## src/hdl/ftmr_pkg.sv

```systemverilog
// Shared constants and types for the fan tach measure and regenerate block.
package ftmr_pkg;

    // Default widths of the tach timer and pulse counter
    localparam int unsigned DEF_TIMER_BITS       = 16;
    localparam int unsigned DEF_PULSE_COUNT_BITS = 16;

    // Fixed field widths
    localparam int unsigned CFG_DATA_BITS  = 16;
    localparam int unsigned CFG_INDEX_BITS = 8;
    localparam int unsigned TOP_BITS       = 16;
    localparam int unsigned RPM_BITS       = 21;
    localparam int unsigned IN_DATA_BITS   = 8;
    localparam int unsigned OUT_DATA_BITS  = 40;
    localparam int unsigned OUT_USER_BITS  = 1;

    // Reset values and limits
    localparam logic [CFG_DATA_BITS-1:0] WINDOW_TICKS_RESET = 16'd15625;
    localparam logic [CFG_DATA_BITS-1:0] TIMER_RATE_RESET   = 16'd15625;
    localparam logic [TOP_BITS-1:0]      TOP_RESET          = 16'd15624;
    localparam logic [TOP_BITS-1:0]      TOP_IDLE_FAN       = 16'hFFFF;
    localparam logic [RPM_BITS-1:0]      RPM_MAX            = 21'd1966020;

    // Configuration register indexes
    localparam logic [CFG_INDEX_BITS-1:0] CFG_WINDOW_TICKS = 8'd0;
    localparam logic [CFG_INDEX_BITS-1:0] CFG_TIMER_RATE   = 8'd1;

    // Sequencer states
    typedef enum logic {
        ST_IDLE,
        ST_DIV
    } t_state;

endpackage

```

## src/hdl/ftmr_div.sv

```systemverilog
// Bit-serial restoring divider: one quotient bit per cycle.
module ftmr_div
    import ftmr_pkg::*;
#(
    parameter int unsigned DIVISOR_BITS = DEF_PULSE_COUNT_BITS + 1
) (
    input  logic                    i_clk,
    input  logic                    i_rst_n,
    input  logic                    i_start,
    input  logic [TOP_BITS-1:0]     i_dividend,
    input  logic [DIVISOR_BITS-1:0] i_divisor,
    output logic                    o_done,
    output logic [TOP_BITS-1:0]     o_quot
);

    localparam int unsigned CNT_BITS = $clog2(TOP_BITS);

    logic                    r_busy;
    logic                    r_done;
    logic [CNT_BITS-1:0]     r_cnt;
    logic [DIVISOR_BITS-1:0] r_rem;
    logic [DIVISOR_BITS-1:0] r_div;
    logic [TOP_BITS-1:0]     r_quot;

    logic [DIVISOR_BITS:0]   w_shift;
    logic [DIVISOR_BITS:0]   w_diff;
    logic                    w_ge;

    // Shift in the next dividend bit and trial-subtract the divisor
    always_comb begin
        w_shift = {r_rem, r_quot[TOP_BITS-1]};
        w_ge    = (w_shift >= {1'b0, r_div});
        w_diff  = w_shift - {1'b0, r_div};
    end

    // Step control
    always_ff @(posedge i_clk) begin
        if (!i_rst_n) begin
            r_busy <= 1'b0;
            r_done <= 1'b0;
            r_cnt  <= '0;
        end else begin
            r_done <= !i_start && r_busy && (r_cnt == CNT_BITS'(TOP_BITS - 1));
            if (i_start) begin
                r_busy <= 1'b1;
                r_cnt  <= '0;
            end else if (r_busy) begin
                r_cnt <= r_cnt + 1'b1;
                if (r_cnt == CNT_BITS'(TOP_BITS - 1)) begin
                    r_busy <= 1'b0;
                end
            end
        end
    end

    // Remainder and quotient shift register
    always_ff @(posedge i_clk) begin
        if (i_start) begin
            r_rem  <= '0;
            r_div  <= i_divisor;
            r_quot <= i_dividend;
        end else if (r_busy) begin
            r_rem  <= w_ge ? w_diff[DIVISOR_BITS-1:0] : w_shift[DIVISOR_BITS-1:0];
            r_quot <= {r_quot[TOP_BITS-2:0], w_ge};
        end
    end

    assign o_done = r_done;
    assign o_quot = r_quot;

`ifndef SYNTHESIS
    a_done_after_busy: assert property (@(posedge i_clk) disable iff (!i_rst_n)
        r_done |-> $past(r_busy))
        else $error("divider done without a running division");
    a_no_start_busy: assert property (@(posedge i_clk) disable iff (!i_rst_n)
        r_busy |-> !i_start)
        else $error("divider restarted while busy");
    a_rem_below_div: assert property (@(posedge i_clk) disable iff (!i_rst_n)
        r_busy && !$past(i_start) |-> r_rem < r_div)
        else $error("divider remainder not below divisor");
`endif

endmodule

```

## src/hdl/fan_tach_measure_and_regenerate_top.sv

```systemverilog
// Fan tach measurement and square-wave regeneration, top level.
//
// Each input transfer is one sample cycle: tdata[0] is the sampled tach level and tdata[1]
// the prescaled timer tick. Rising tach edges are counted; after window_ticks ticks the
// window closes, the rpm is latched and a new compare top (timer_rate / (4 * half count) - 1)
// is loaded into the output timer, which toggles tach_out on each match. Every input
// transfer yields exactly one output transfer. A sample that does not close a window, or
// closes one with fewer than two pulses counted, needs no division. A sample that closes a
// window with two or more pulses starts a bit-serial divider on its accepting edge; the
// divider resolves one of its 16 quotient bits per cycle, then the compare top is loaded and
// the result presented. The block takes no input while the divider runs. Configuration
// writes are always accepted.
module fan_tach_measure_and_regenerate_top
    import ftmr_pkg::*;
#(
    parameter int unsigned TIMER_BITS       = DEF_TIMER_BITS,
    parameter int unsigned PULSE_COUNT_BITS = DEF_PULSE_COUNT_BITS
) (
    input  logic                      i_clk,
    input  logic                      i_rst_n,
    // input stream
    input  logic                      i_s_axis_tvalid,
    output logic                      o_s_axis_tready,
    input  logic [IN_DATA_BITS-1:0]   i_s_axis_tdata,  // [0] tach_in, [1] timer_tick, rest 0
    // output stream
    output logic                      o_m_axis_tvalid,
    input  logic                      i_m_axis_tready,
    output logic [OUT_DATA_BITS-1:0]  o_m_axis_tdata,  // [0] tach_out, [21:1] measured_rpm,
                                                       // [37:22] top_value, rest 0
    output logic [OUT_USER_BITS-1:0]  o_m_axis_tuser,  // [0] window_done
    // configuration write channel
    input  logic                      i_cfg_valid,
    output logic                      o_cfg_ready,
    input  logic [CFG_INDEX_BITS-1:0] i_cfg_index,
    input  logic [CFG_DATA_BITS-1:0]  i_cfg_data
);

    localparam int unsigned HZ_BITS       = PULSE_COUNT_BITS + 1;
    localparam int unsigned RPM_CALC_BITS = PULSE_COUNT_BITS + 5;
    localparam int unsigned RPM_CMP_BITS  =
        (RPM_CALC_BITS > RPM_BITS) ? RPM_CALC_BITS : RPM_BITS;
    localparam int unsigned CMP_BITS      = (TIMER_BITS > TOP_BITS) ? TIMER_BITS : TOP_BITS;

    t_state                      r_state;
    t_state                      n_state;
    logic [CFG_DATA_BITS-1:0]    r_window_ticks;
    logic [CFG_DATA_BITS-1:0]    r_timer_rate;
    logic                        r_prev_tach;
    logic [PULSE_COUNT_BITS-1:0] r_pulse_count;
    logic [PULSE_COUNT_BITS-1:0] n_pulse_count;
    logic [CFG_DATA_BITS-1:0]    r_window_count;
    logic [TIMER_BITS-1:0]       r_timer_count;
    logic [TOP_BITS-1:0]         r_compare_top;
    logic                        r_out_level;
    logic [RPM_BITS-1:0]         r_last_rpm;
    logic                        r_out_valid;
    logic                        r_done;

    logic                        w_tach;
    logic                        w_tick;
    logic                        w_accept;
    logic                        w_close;
    logic                        w_match;
    logic [PULSE_COUNT_BITS-2:0] w_half;
    logic [HZ_BITS-1:0]          w_hz;
    logic [RPM_CALC_BITS-1:0]    w_rpm_full;
    logic [RPM_BITS-1:0]         w_rpm_sat;
    logic                        w_div_start;
    logic                        w_div_done;
    logic [TOP_BITS-1:0]         w_quot;
    logic [TOP_BITS-1:0]         w_new_top;

    assign w_tach   = i_s_axis_tdata[0];
    assign w_tick   = i_s_axis_tdata[1];
    assign w_accept = i_s_axis_tvalid & o_s_axis_tready;
    assign o_cfg_ready = 1'b1;

    // Count the tach edge, then derive window results from the updated count
    always_comb begin
        n_pulse_count = r_pulse_count;
        if (w_tach && !r_prev_tach && (r_pulse_count != '1)) begin
            n_pulse_count = r_pulse_count + 1'b1;
        end
        w_half     = n_pulse_count[PULSE_COUNT_BITS-1:1];
        w_hz       = {w_half, 2'b00};
        w_rpm_full = {w_half, 6'b000000} - RPM_CALC_BITS'({w_half, 2'b00});
        w_rpm_sat  = (RPM_CMP_BITS'(w_rpm_full) > RPM_CMP_BITS'(RPM_MAX)) ?
                     RPM_MAX : RPM_BITS'(w_rpm_full);
        w_close    = w_tick &&
                     (({1'b0, r_window_count} + 17'd1) >= {1'b0, r_window_ticks});
        w_match    = (CMP_BITS'(r_timer_count) == CMP_BITS'(r_compare_top));
        w_new_top  = (w_quot == '0) ? '0 : (w_quot - 1'b1);
    end

    // Sequencer next state
    always_comb begin
        n_state = r_state;
        unique case (r_state)
            ST_IDLE: begin
                if (w_div_start) begin
                    n_state = ST_DIV;
                end
            end
            ST_DIV: begin
                if (w_div_done) begin
                    n_state = ST_IDLE;
                end
            end
            default: n_state = ST_IDLE;
        endcase
    end

    // Sequencer outputs
    always_comb begin
        o_s_axis_tready = 1'b0;
        w_div_start     = 1'b0;
        unique case (r_state)
            ST_IDLE: begin
                o_s_axis_tready = !r_out_valid || i_m_axis_tready;
                w_div_start     = i_s_axis_tvalid && o_s_axis_tready && w_close &&
                                  (w_hz != '0);
            end
            ST_DIV: begin
                o_s_axis_tready = 1'b0;
                w_div_start     = 1'b0;
            end
            default: begin
                o_s_axis_tready = 1'b0;
                w_div_start     = 1'b0;
            end
        endcase
    end

    // Divider for the compare top
    ftmr_div #(
        .DIVISOR_BITS(HZ_BITS)
    ) u_div (
        .i_clk      (i_clk),
        .i_rst_n    (i_rst_n),
        .i_start    (w_div_start),
        .i_dividend (r_timer_rate),
        .i_divisor  (w_hz),
        .o_done     (w_div_done),
        .o_quot     (w_quot)
    );

    // Hold state, config and measurement registers
    always_ff @(posedge i_clk) begin
        if (!i_rst_n) begin
            r_state        <= ST_IDLE;
            r_window_ticks <= WINDOW_TICKS_RESET;
            r_timer_rate   <= TIMER_RATE_RESET;
            r_prev_tach    <= 1'b0;
            r_pulse_count  <= '0;
            r_window_count <= '0;
            r_timer_count  <= '0;
            r_compare_top  <= TOP_RESET;
            r_out_level    <= 1'b0;
            r_last_rpm     <= '0;
            r_out_valid    <= 1'b0;
            r_done         <= 1'b0;
        end else begin
            r_state <= n_state;

            // Take configuration writes; drop unknown indexes
            if (i_cfg_valid) begin
                unique case (i_cfg_index)
                    CFG_WINDOW_TICKS: r_window_ticks <= i_cfg_data;
                    CFG_TIMER_RATE:   r_timer_rate   <= i_cfg_data;
                    default: ;
                endcase
            end

            // Advance the sample cycle on an input transfer
            if (w_accept) begin
                r_prev_tach   <= w_tach;
                r_pulse_count <= w_close ? '0 : n_pulse_count;
                r_done        <= w_close;
                r_out_valid   <= !w_div_start;
                if (w_tick) begin
                    if (w_match) begin
                        r_out_level   <= ~r_out_level;
                        r_timer_count <= '0;
                    end else begin
                        r_timer_count <= r_timer_count + 1'b1;
                    end
                    if (w_close) begin
                        r_last_rpm     <= w_rpm_sat;
                        r_window_count <= '0;
                        if (w_hz == '0) begin
                            r_compare_top <= TOP_IDLE_FAN;
                        end
                    end else begin
                        r_window_count <= r_window_count + 1'b1;
                    end
                end
            end else if (w_div_done) begin
                r_compare_top <= w_new_top;
                r_out_valid   <= 1'b1;
            end else if (i_m_axis_tready) begin
                r_out_valid <= 1'b0;
            end
        end
    end

    assign o_m_axis_tvalid = r_out_valid;
    assign o_m_axis_tdata  = {2'b00, r_compare_top, r_last_rpm, r_out_level};
    assign o_m_axis_tuser  = r_done;

`ifndef SYNTHESIS
    a_div_done_in_div: assert property (@(posedge i_clk) disable iff (!i_rst_n)
        w_div_done |-> (r_state == ST_DIV))
        else $error("divider result outside the divide state");
    a_start_enters_div: assert property (@(posedge i_clk) disable iff (!i_rst_n)
        w_div_start |=> (r_state == ST_DIV) && !r_out_valid)
        else $error("divide start did not enter the divide state");
    a_done_clears_window: assert property (@(posedge i_clk) disable iff (!i_rst_n)
        r_out_valid && r_done |-> (r_window_count == '0))
        else $error("window closed but window count not cleared");
    a_no_input_in_div: assert property (@(posedge i_clk) disable iff (!i_rst_n)
        (r_state == ST_DIV) |-> !o_s_axis_tready && !r_out_valid)
        else $error("input or output open while dividing");
`endif

endmodule

```

## config.mk

```make
export PLATFORM = sky130hd
export DESIGN_NAME = fan_tach_measure_and_regenerate_top
export DESIGN_NICKNAME = d
export VERILOG_FILES = /design/src/hdl/ftmr_pkg.sv /design/src/hdl/ftmr_div.sv /design/src/hdl/fan_tach_measure_and_regenerate_top.sv
export SDC_FILE = /design/constraint.sdc
export NUM_CORES = 1
export LEC_CHECK = 0
export ABC_CLOCK_PERIOD_IN_PS = 5800
export BUFFER_PORTS_ARGS = -buffer_cell sky130_fd_sc_hd__buf_2
export CAP_MARGIN = 20
export CORE_MARGIN = 5
export CORE_UTILIZATION = 58
export CTS_BUF_LIST = sky130_fd_sc_hd__clkbuf_4 sky130_fd_sc_hd__clkbuf_8
export DETAILED_ROUTE_END_ITERATION = 8
export PLACE_DENSITY = 0.81
export SYNTH_ARGS = -nofsm -noshare
export SYNTH_HDL_FRONTEND = slang
export SYNTH_HIERARCHICAL = 1
export SYNTH_SLANG_ARGS = --single-unit
```

## constraint.sdc

```tcl
create_clock -name i_clk -period 5.8 [get_ports i_clk]
set_input_delay 0 -clock i_clk [delete_from_list [all_inputs] [get_ports i_clk]]
set_output_delay 0 -clock i_clk [all_outputs]
set_load 0.01 [all_outputs]
```

==> impl_results.md <==
* Yosys warnings at 6
* Critical path data arrival time at 5.22 ns
* Worst clock skew at 0.0244 ns
* Antenna Violating Nets Remaining at 0
* GPL Wtd Cong at 0.930
* First-pass DRT Iterations at 7
* Largest family of logic cells by synthesized area: simple AND/OR/NAND/NOR gates
* Switch share at between 20% and 30%
* Post-synth ARST share at 0%
* Max Fclk at 0.197 GHz
* DP Wirelength at between 15000 and 20000 um
* Compound-Gate Fraction of Synth Area at 18.2%
* Final hold violations at 0
* Remaining DRCs at 0
* Setup violators final at 0
* Layout Cells excl Fill at 1545
* Worst setup margin at between 0.7 and 0.8 ns
* Simple logic cell fraction of the synthesized area at roughly a fifth
* Combinational power share at under 10%
* Post-synthesis cell count at about 1200
* Avg Vias per Cell at 6.12
* Std cell rows at 50
* Final nets at 1379
* Critical Path Source Type: flip-flop
* DP Worst Slack at between 0.8 and 0.9 ns
* Crit path max fanout at 45
* Buffer depth of the longest clock path at 2
* Vias in the first global route at 9022
* Slew @ Worst Pin at roughly 1.1 ns
* RSZ-0062 raised after global routing: no
* Leakage at 4.74 nW
* Sequential power share at 55.4%
* NetSw at 0.000638 W
* Clock power frac at 36.2%
* Multiplexer share of the synthesized area at 5.59%
* Pwr/cell area at 193 nW/um2
* Flop and latch count out of synthesis at 176
* Pint at between 0.0015 and 0.002 W
* Final Power at 0.00228 W
* Top FF cell, synth: dfxtp_1
* Initial DRC Count at 822
* Worst min path class: in2reg
* Tmin final at 5.09 ns
* Fin. max-slew vios at 0
* Crit. End Element: flip-flop
* Placed cells at 1494
* Htree depth at 4
* Clk Latency, worst-skew pair at 0.48 ns
* Setup CP Type: reg2reg
* Most frequent cells in the layout: dfxtp_1, nand2_1, nor2_1
* Largest net degree at the start of global routing at between 40 and 50
* Hold Path Origin: i_cfg_index[0]
* Synth Area in XOR/XNOR at 8.99%
* Core Area at between 15000 and 20000 um2
* Global route overflow at 0
* Final worst-path cycle share at 87.7%
* Adder-Cell Fraction of Synth Area at 5.26%
* Area growth, synth to finish at 9.23%
* GRT Total Usage at 25.0%
* First-pass GRT wire length at 44700 um
* Clock root buffer: clkbuf_8
* Peak VDD IR at 0.000152 V
* WL final at 27000 um
* Maxcap violations at 0
* Ports at 81
* Number of port buffers at 69
* WL per Instance at 17.5 um
* Share of layout cells above drive strength 1 at ~14%
* DIE AREA at around 21000 um2
* Initial antenna violation count at 0
* Clock transition at path regs at roughly 0.11 ns
* EDFF count, synth at 33
* CTS Buf Count at 17
* Seq/Total Area, Yosys at approximately 36%
* Die width at roughly 150 um
* Unique masters post-synth at 100
* Mapped cell area at around 11000 um2
* Leading cell type in the layout, fill and taps excluded: dfxtp_1
* FF-to-FF Start: r_pulse_count[4]$_SDFFE_PN0P_
* Slew headroom at 26.2%
* # clock sinks at roughly 180
* Vias at 9457
* Syn avg cell area at around 8.7 um2
* Starting density of the core at 58.4%
* Setup TNS at 0 ns
* Crit path from: r_pulse_count[4]$_SDFFE_PN0P_
* CTS tree: done
* Die Ht at 147 um
* CP Data Required Time at between 5 and 6 ns
* Util after Layout at 63.8%
* Outcome: complete, no violations
* Post_cts resized at 0
* Diodes inserted at 0
cell type report:
class	count	area (um2)
timing repair buffer	101	633
clock buffer	17	234
fill	1495	6710
clock inverter	15	145
sequential	176	3850
tap	234	293
inverter	64	245
multi-input combinational	938	6410
flip-flops by register name, summed over array words and instances, names as in the netlist, 4 cells and up:
name            cells
u_div/r_rem        17
r_last_rpm         19
u_div/r_cnt         4
u_div/r_div        17
r_pulse_count      16
u_div/o_quot       16
r_timer_rate       16
r_compare_top      16
r_timer_count      16
r_window_count     16
r_window_ticks     16
kinds of logic after synthesis:
logic type / Yosys count
compound gates: 273
xor+xnor: 111
fa+ha+maj: 45
buf+inv: 130
flops: 176
mux: 57
other cells: 2
simple gates: 445
cell usage after synthesis (7+ instances only):
cell type	count	share of area, %
inv_1	60	2.1
o211ai_1	13	0.90
buf_4	11	0.76
a311oi_1	13	1.1
nor2_1	115	4.0
clkbuf_1	36	1.2
and3_1	18	1.0
nand2b_1	11	0.64
mux2i_1	39	3.6
nand2_1	133	4.6
nand3_1	34	1.6
ha_1	43	5.0
a31oi_1	11	0.64
and2_1	12	0.69
nor2b_1	8	0.46
xnor2_1	62	5.0
a21oi_1	68	3.1
nand4_1	16	0.93
a21o_1	12	0.83
and4_1	8	0.65
nor4_1	14	0.81
nor3_1	27	1.2
dfxtp_1	143	26
buf_2	13	0.60
o21ai_0	52	2.4
mux2_2	17	1.8
a211oi_1	15	1.0
o221a_2	7	0.73
edfxtp_1	33	9.2
xor2_1	49	4.0
or3_1	10	0.58
worst max-delay path, cell delays in order, from the launching register on:
cell      delay, ns
dfxtp_1        0.68
nand4_4        0.26
or4_1          0.81
nand3_1        0.22
nand2_1        0.33
inv_1          0.14
ha_1           0.19
o211ai_1       0.15
nor4_2         0.35
nor4b_1        0.29
nand4b_1       0.22
nand2_1        0.20
inv_1          0.07
buf_4          0.29
nor2_1         0.22
inv_1          0.31
path summary, 6_finish.rpt:
kind | endpoint | slack (ns) | cells past startpoint
worst max register to register | u_div/o_quot[12]$_DFFE_PP_ | 0.71 | 15
worst max-delay path | u_div/o_quot[12]$_DFFE_PP_ | 0.71 | 15
worst min-delay path | r_window_ticks[8]$_SDFFE_PN1P_ | 0.07 | 3
worst min register to register | r_last_rpm[17]$_SDFFE_PN0P_ | 0.47 | 2
through the flow:
step | hold WS [ns] | area, um2
after floorplan | 0.125 | 10800
after global placement | 0.232 | 11200
after detailed placement | 0.237 | 11200
after CTS | 0.0461 | 11800
after global routing | 0.0847 | 11800
final | 0.0685 | 11800
per-layer routing:
metal	up-vias	part of all wire [%]	track usage [%]
met2	345	47	41.1
met1	4479	44	33.3
met3	70	5.9	4.31
li1	4563	-	-
met4	0	2.5	8.75
met5	-	0	0
power by group through the flow:
stage	clock network (W)	registers [W]	logic, W
6_report	0.000826	0.00126	0.000192
5_1_grt	0.000890	0.00127	0.000211
4_1_cts	0.000836	0.00126	0.000188
3_5_place_dp	0	0.00129	0.000177
3_3_place_gp	0	0.00129	0.000174
2_1_floorplan	0	0.00129	0.000132
timing repair:
item                      CTS  global route
hold endpoints to repair   35             0
hold buffers               19             0
setup buffers               0             0
Power figures use the tool's default switching activity.
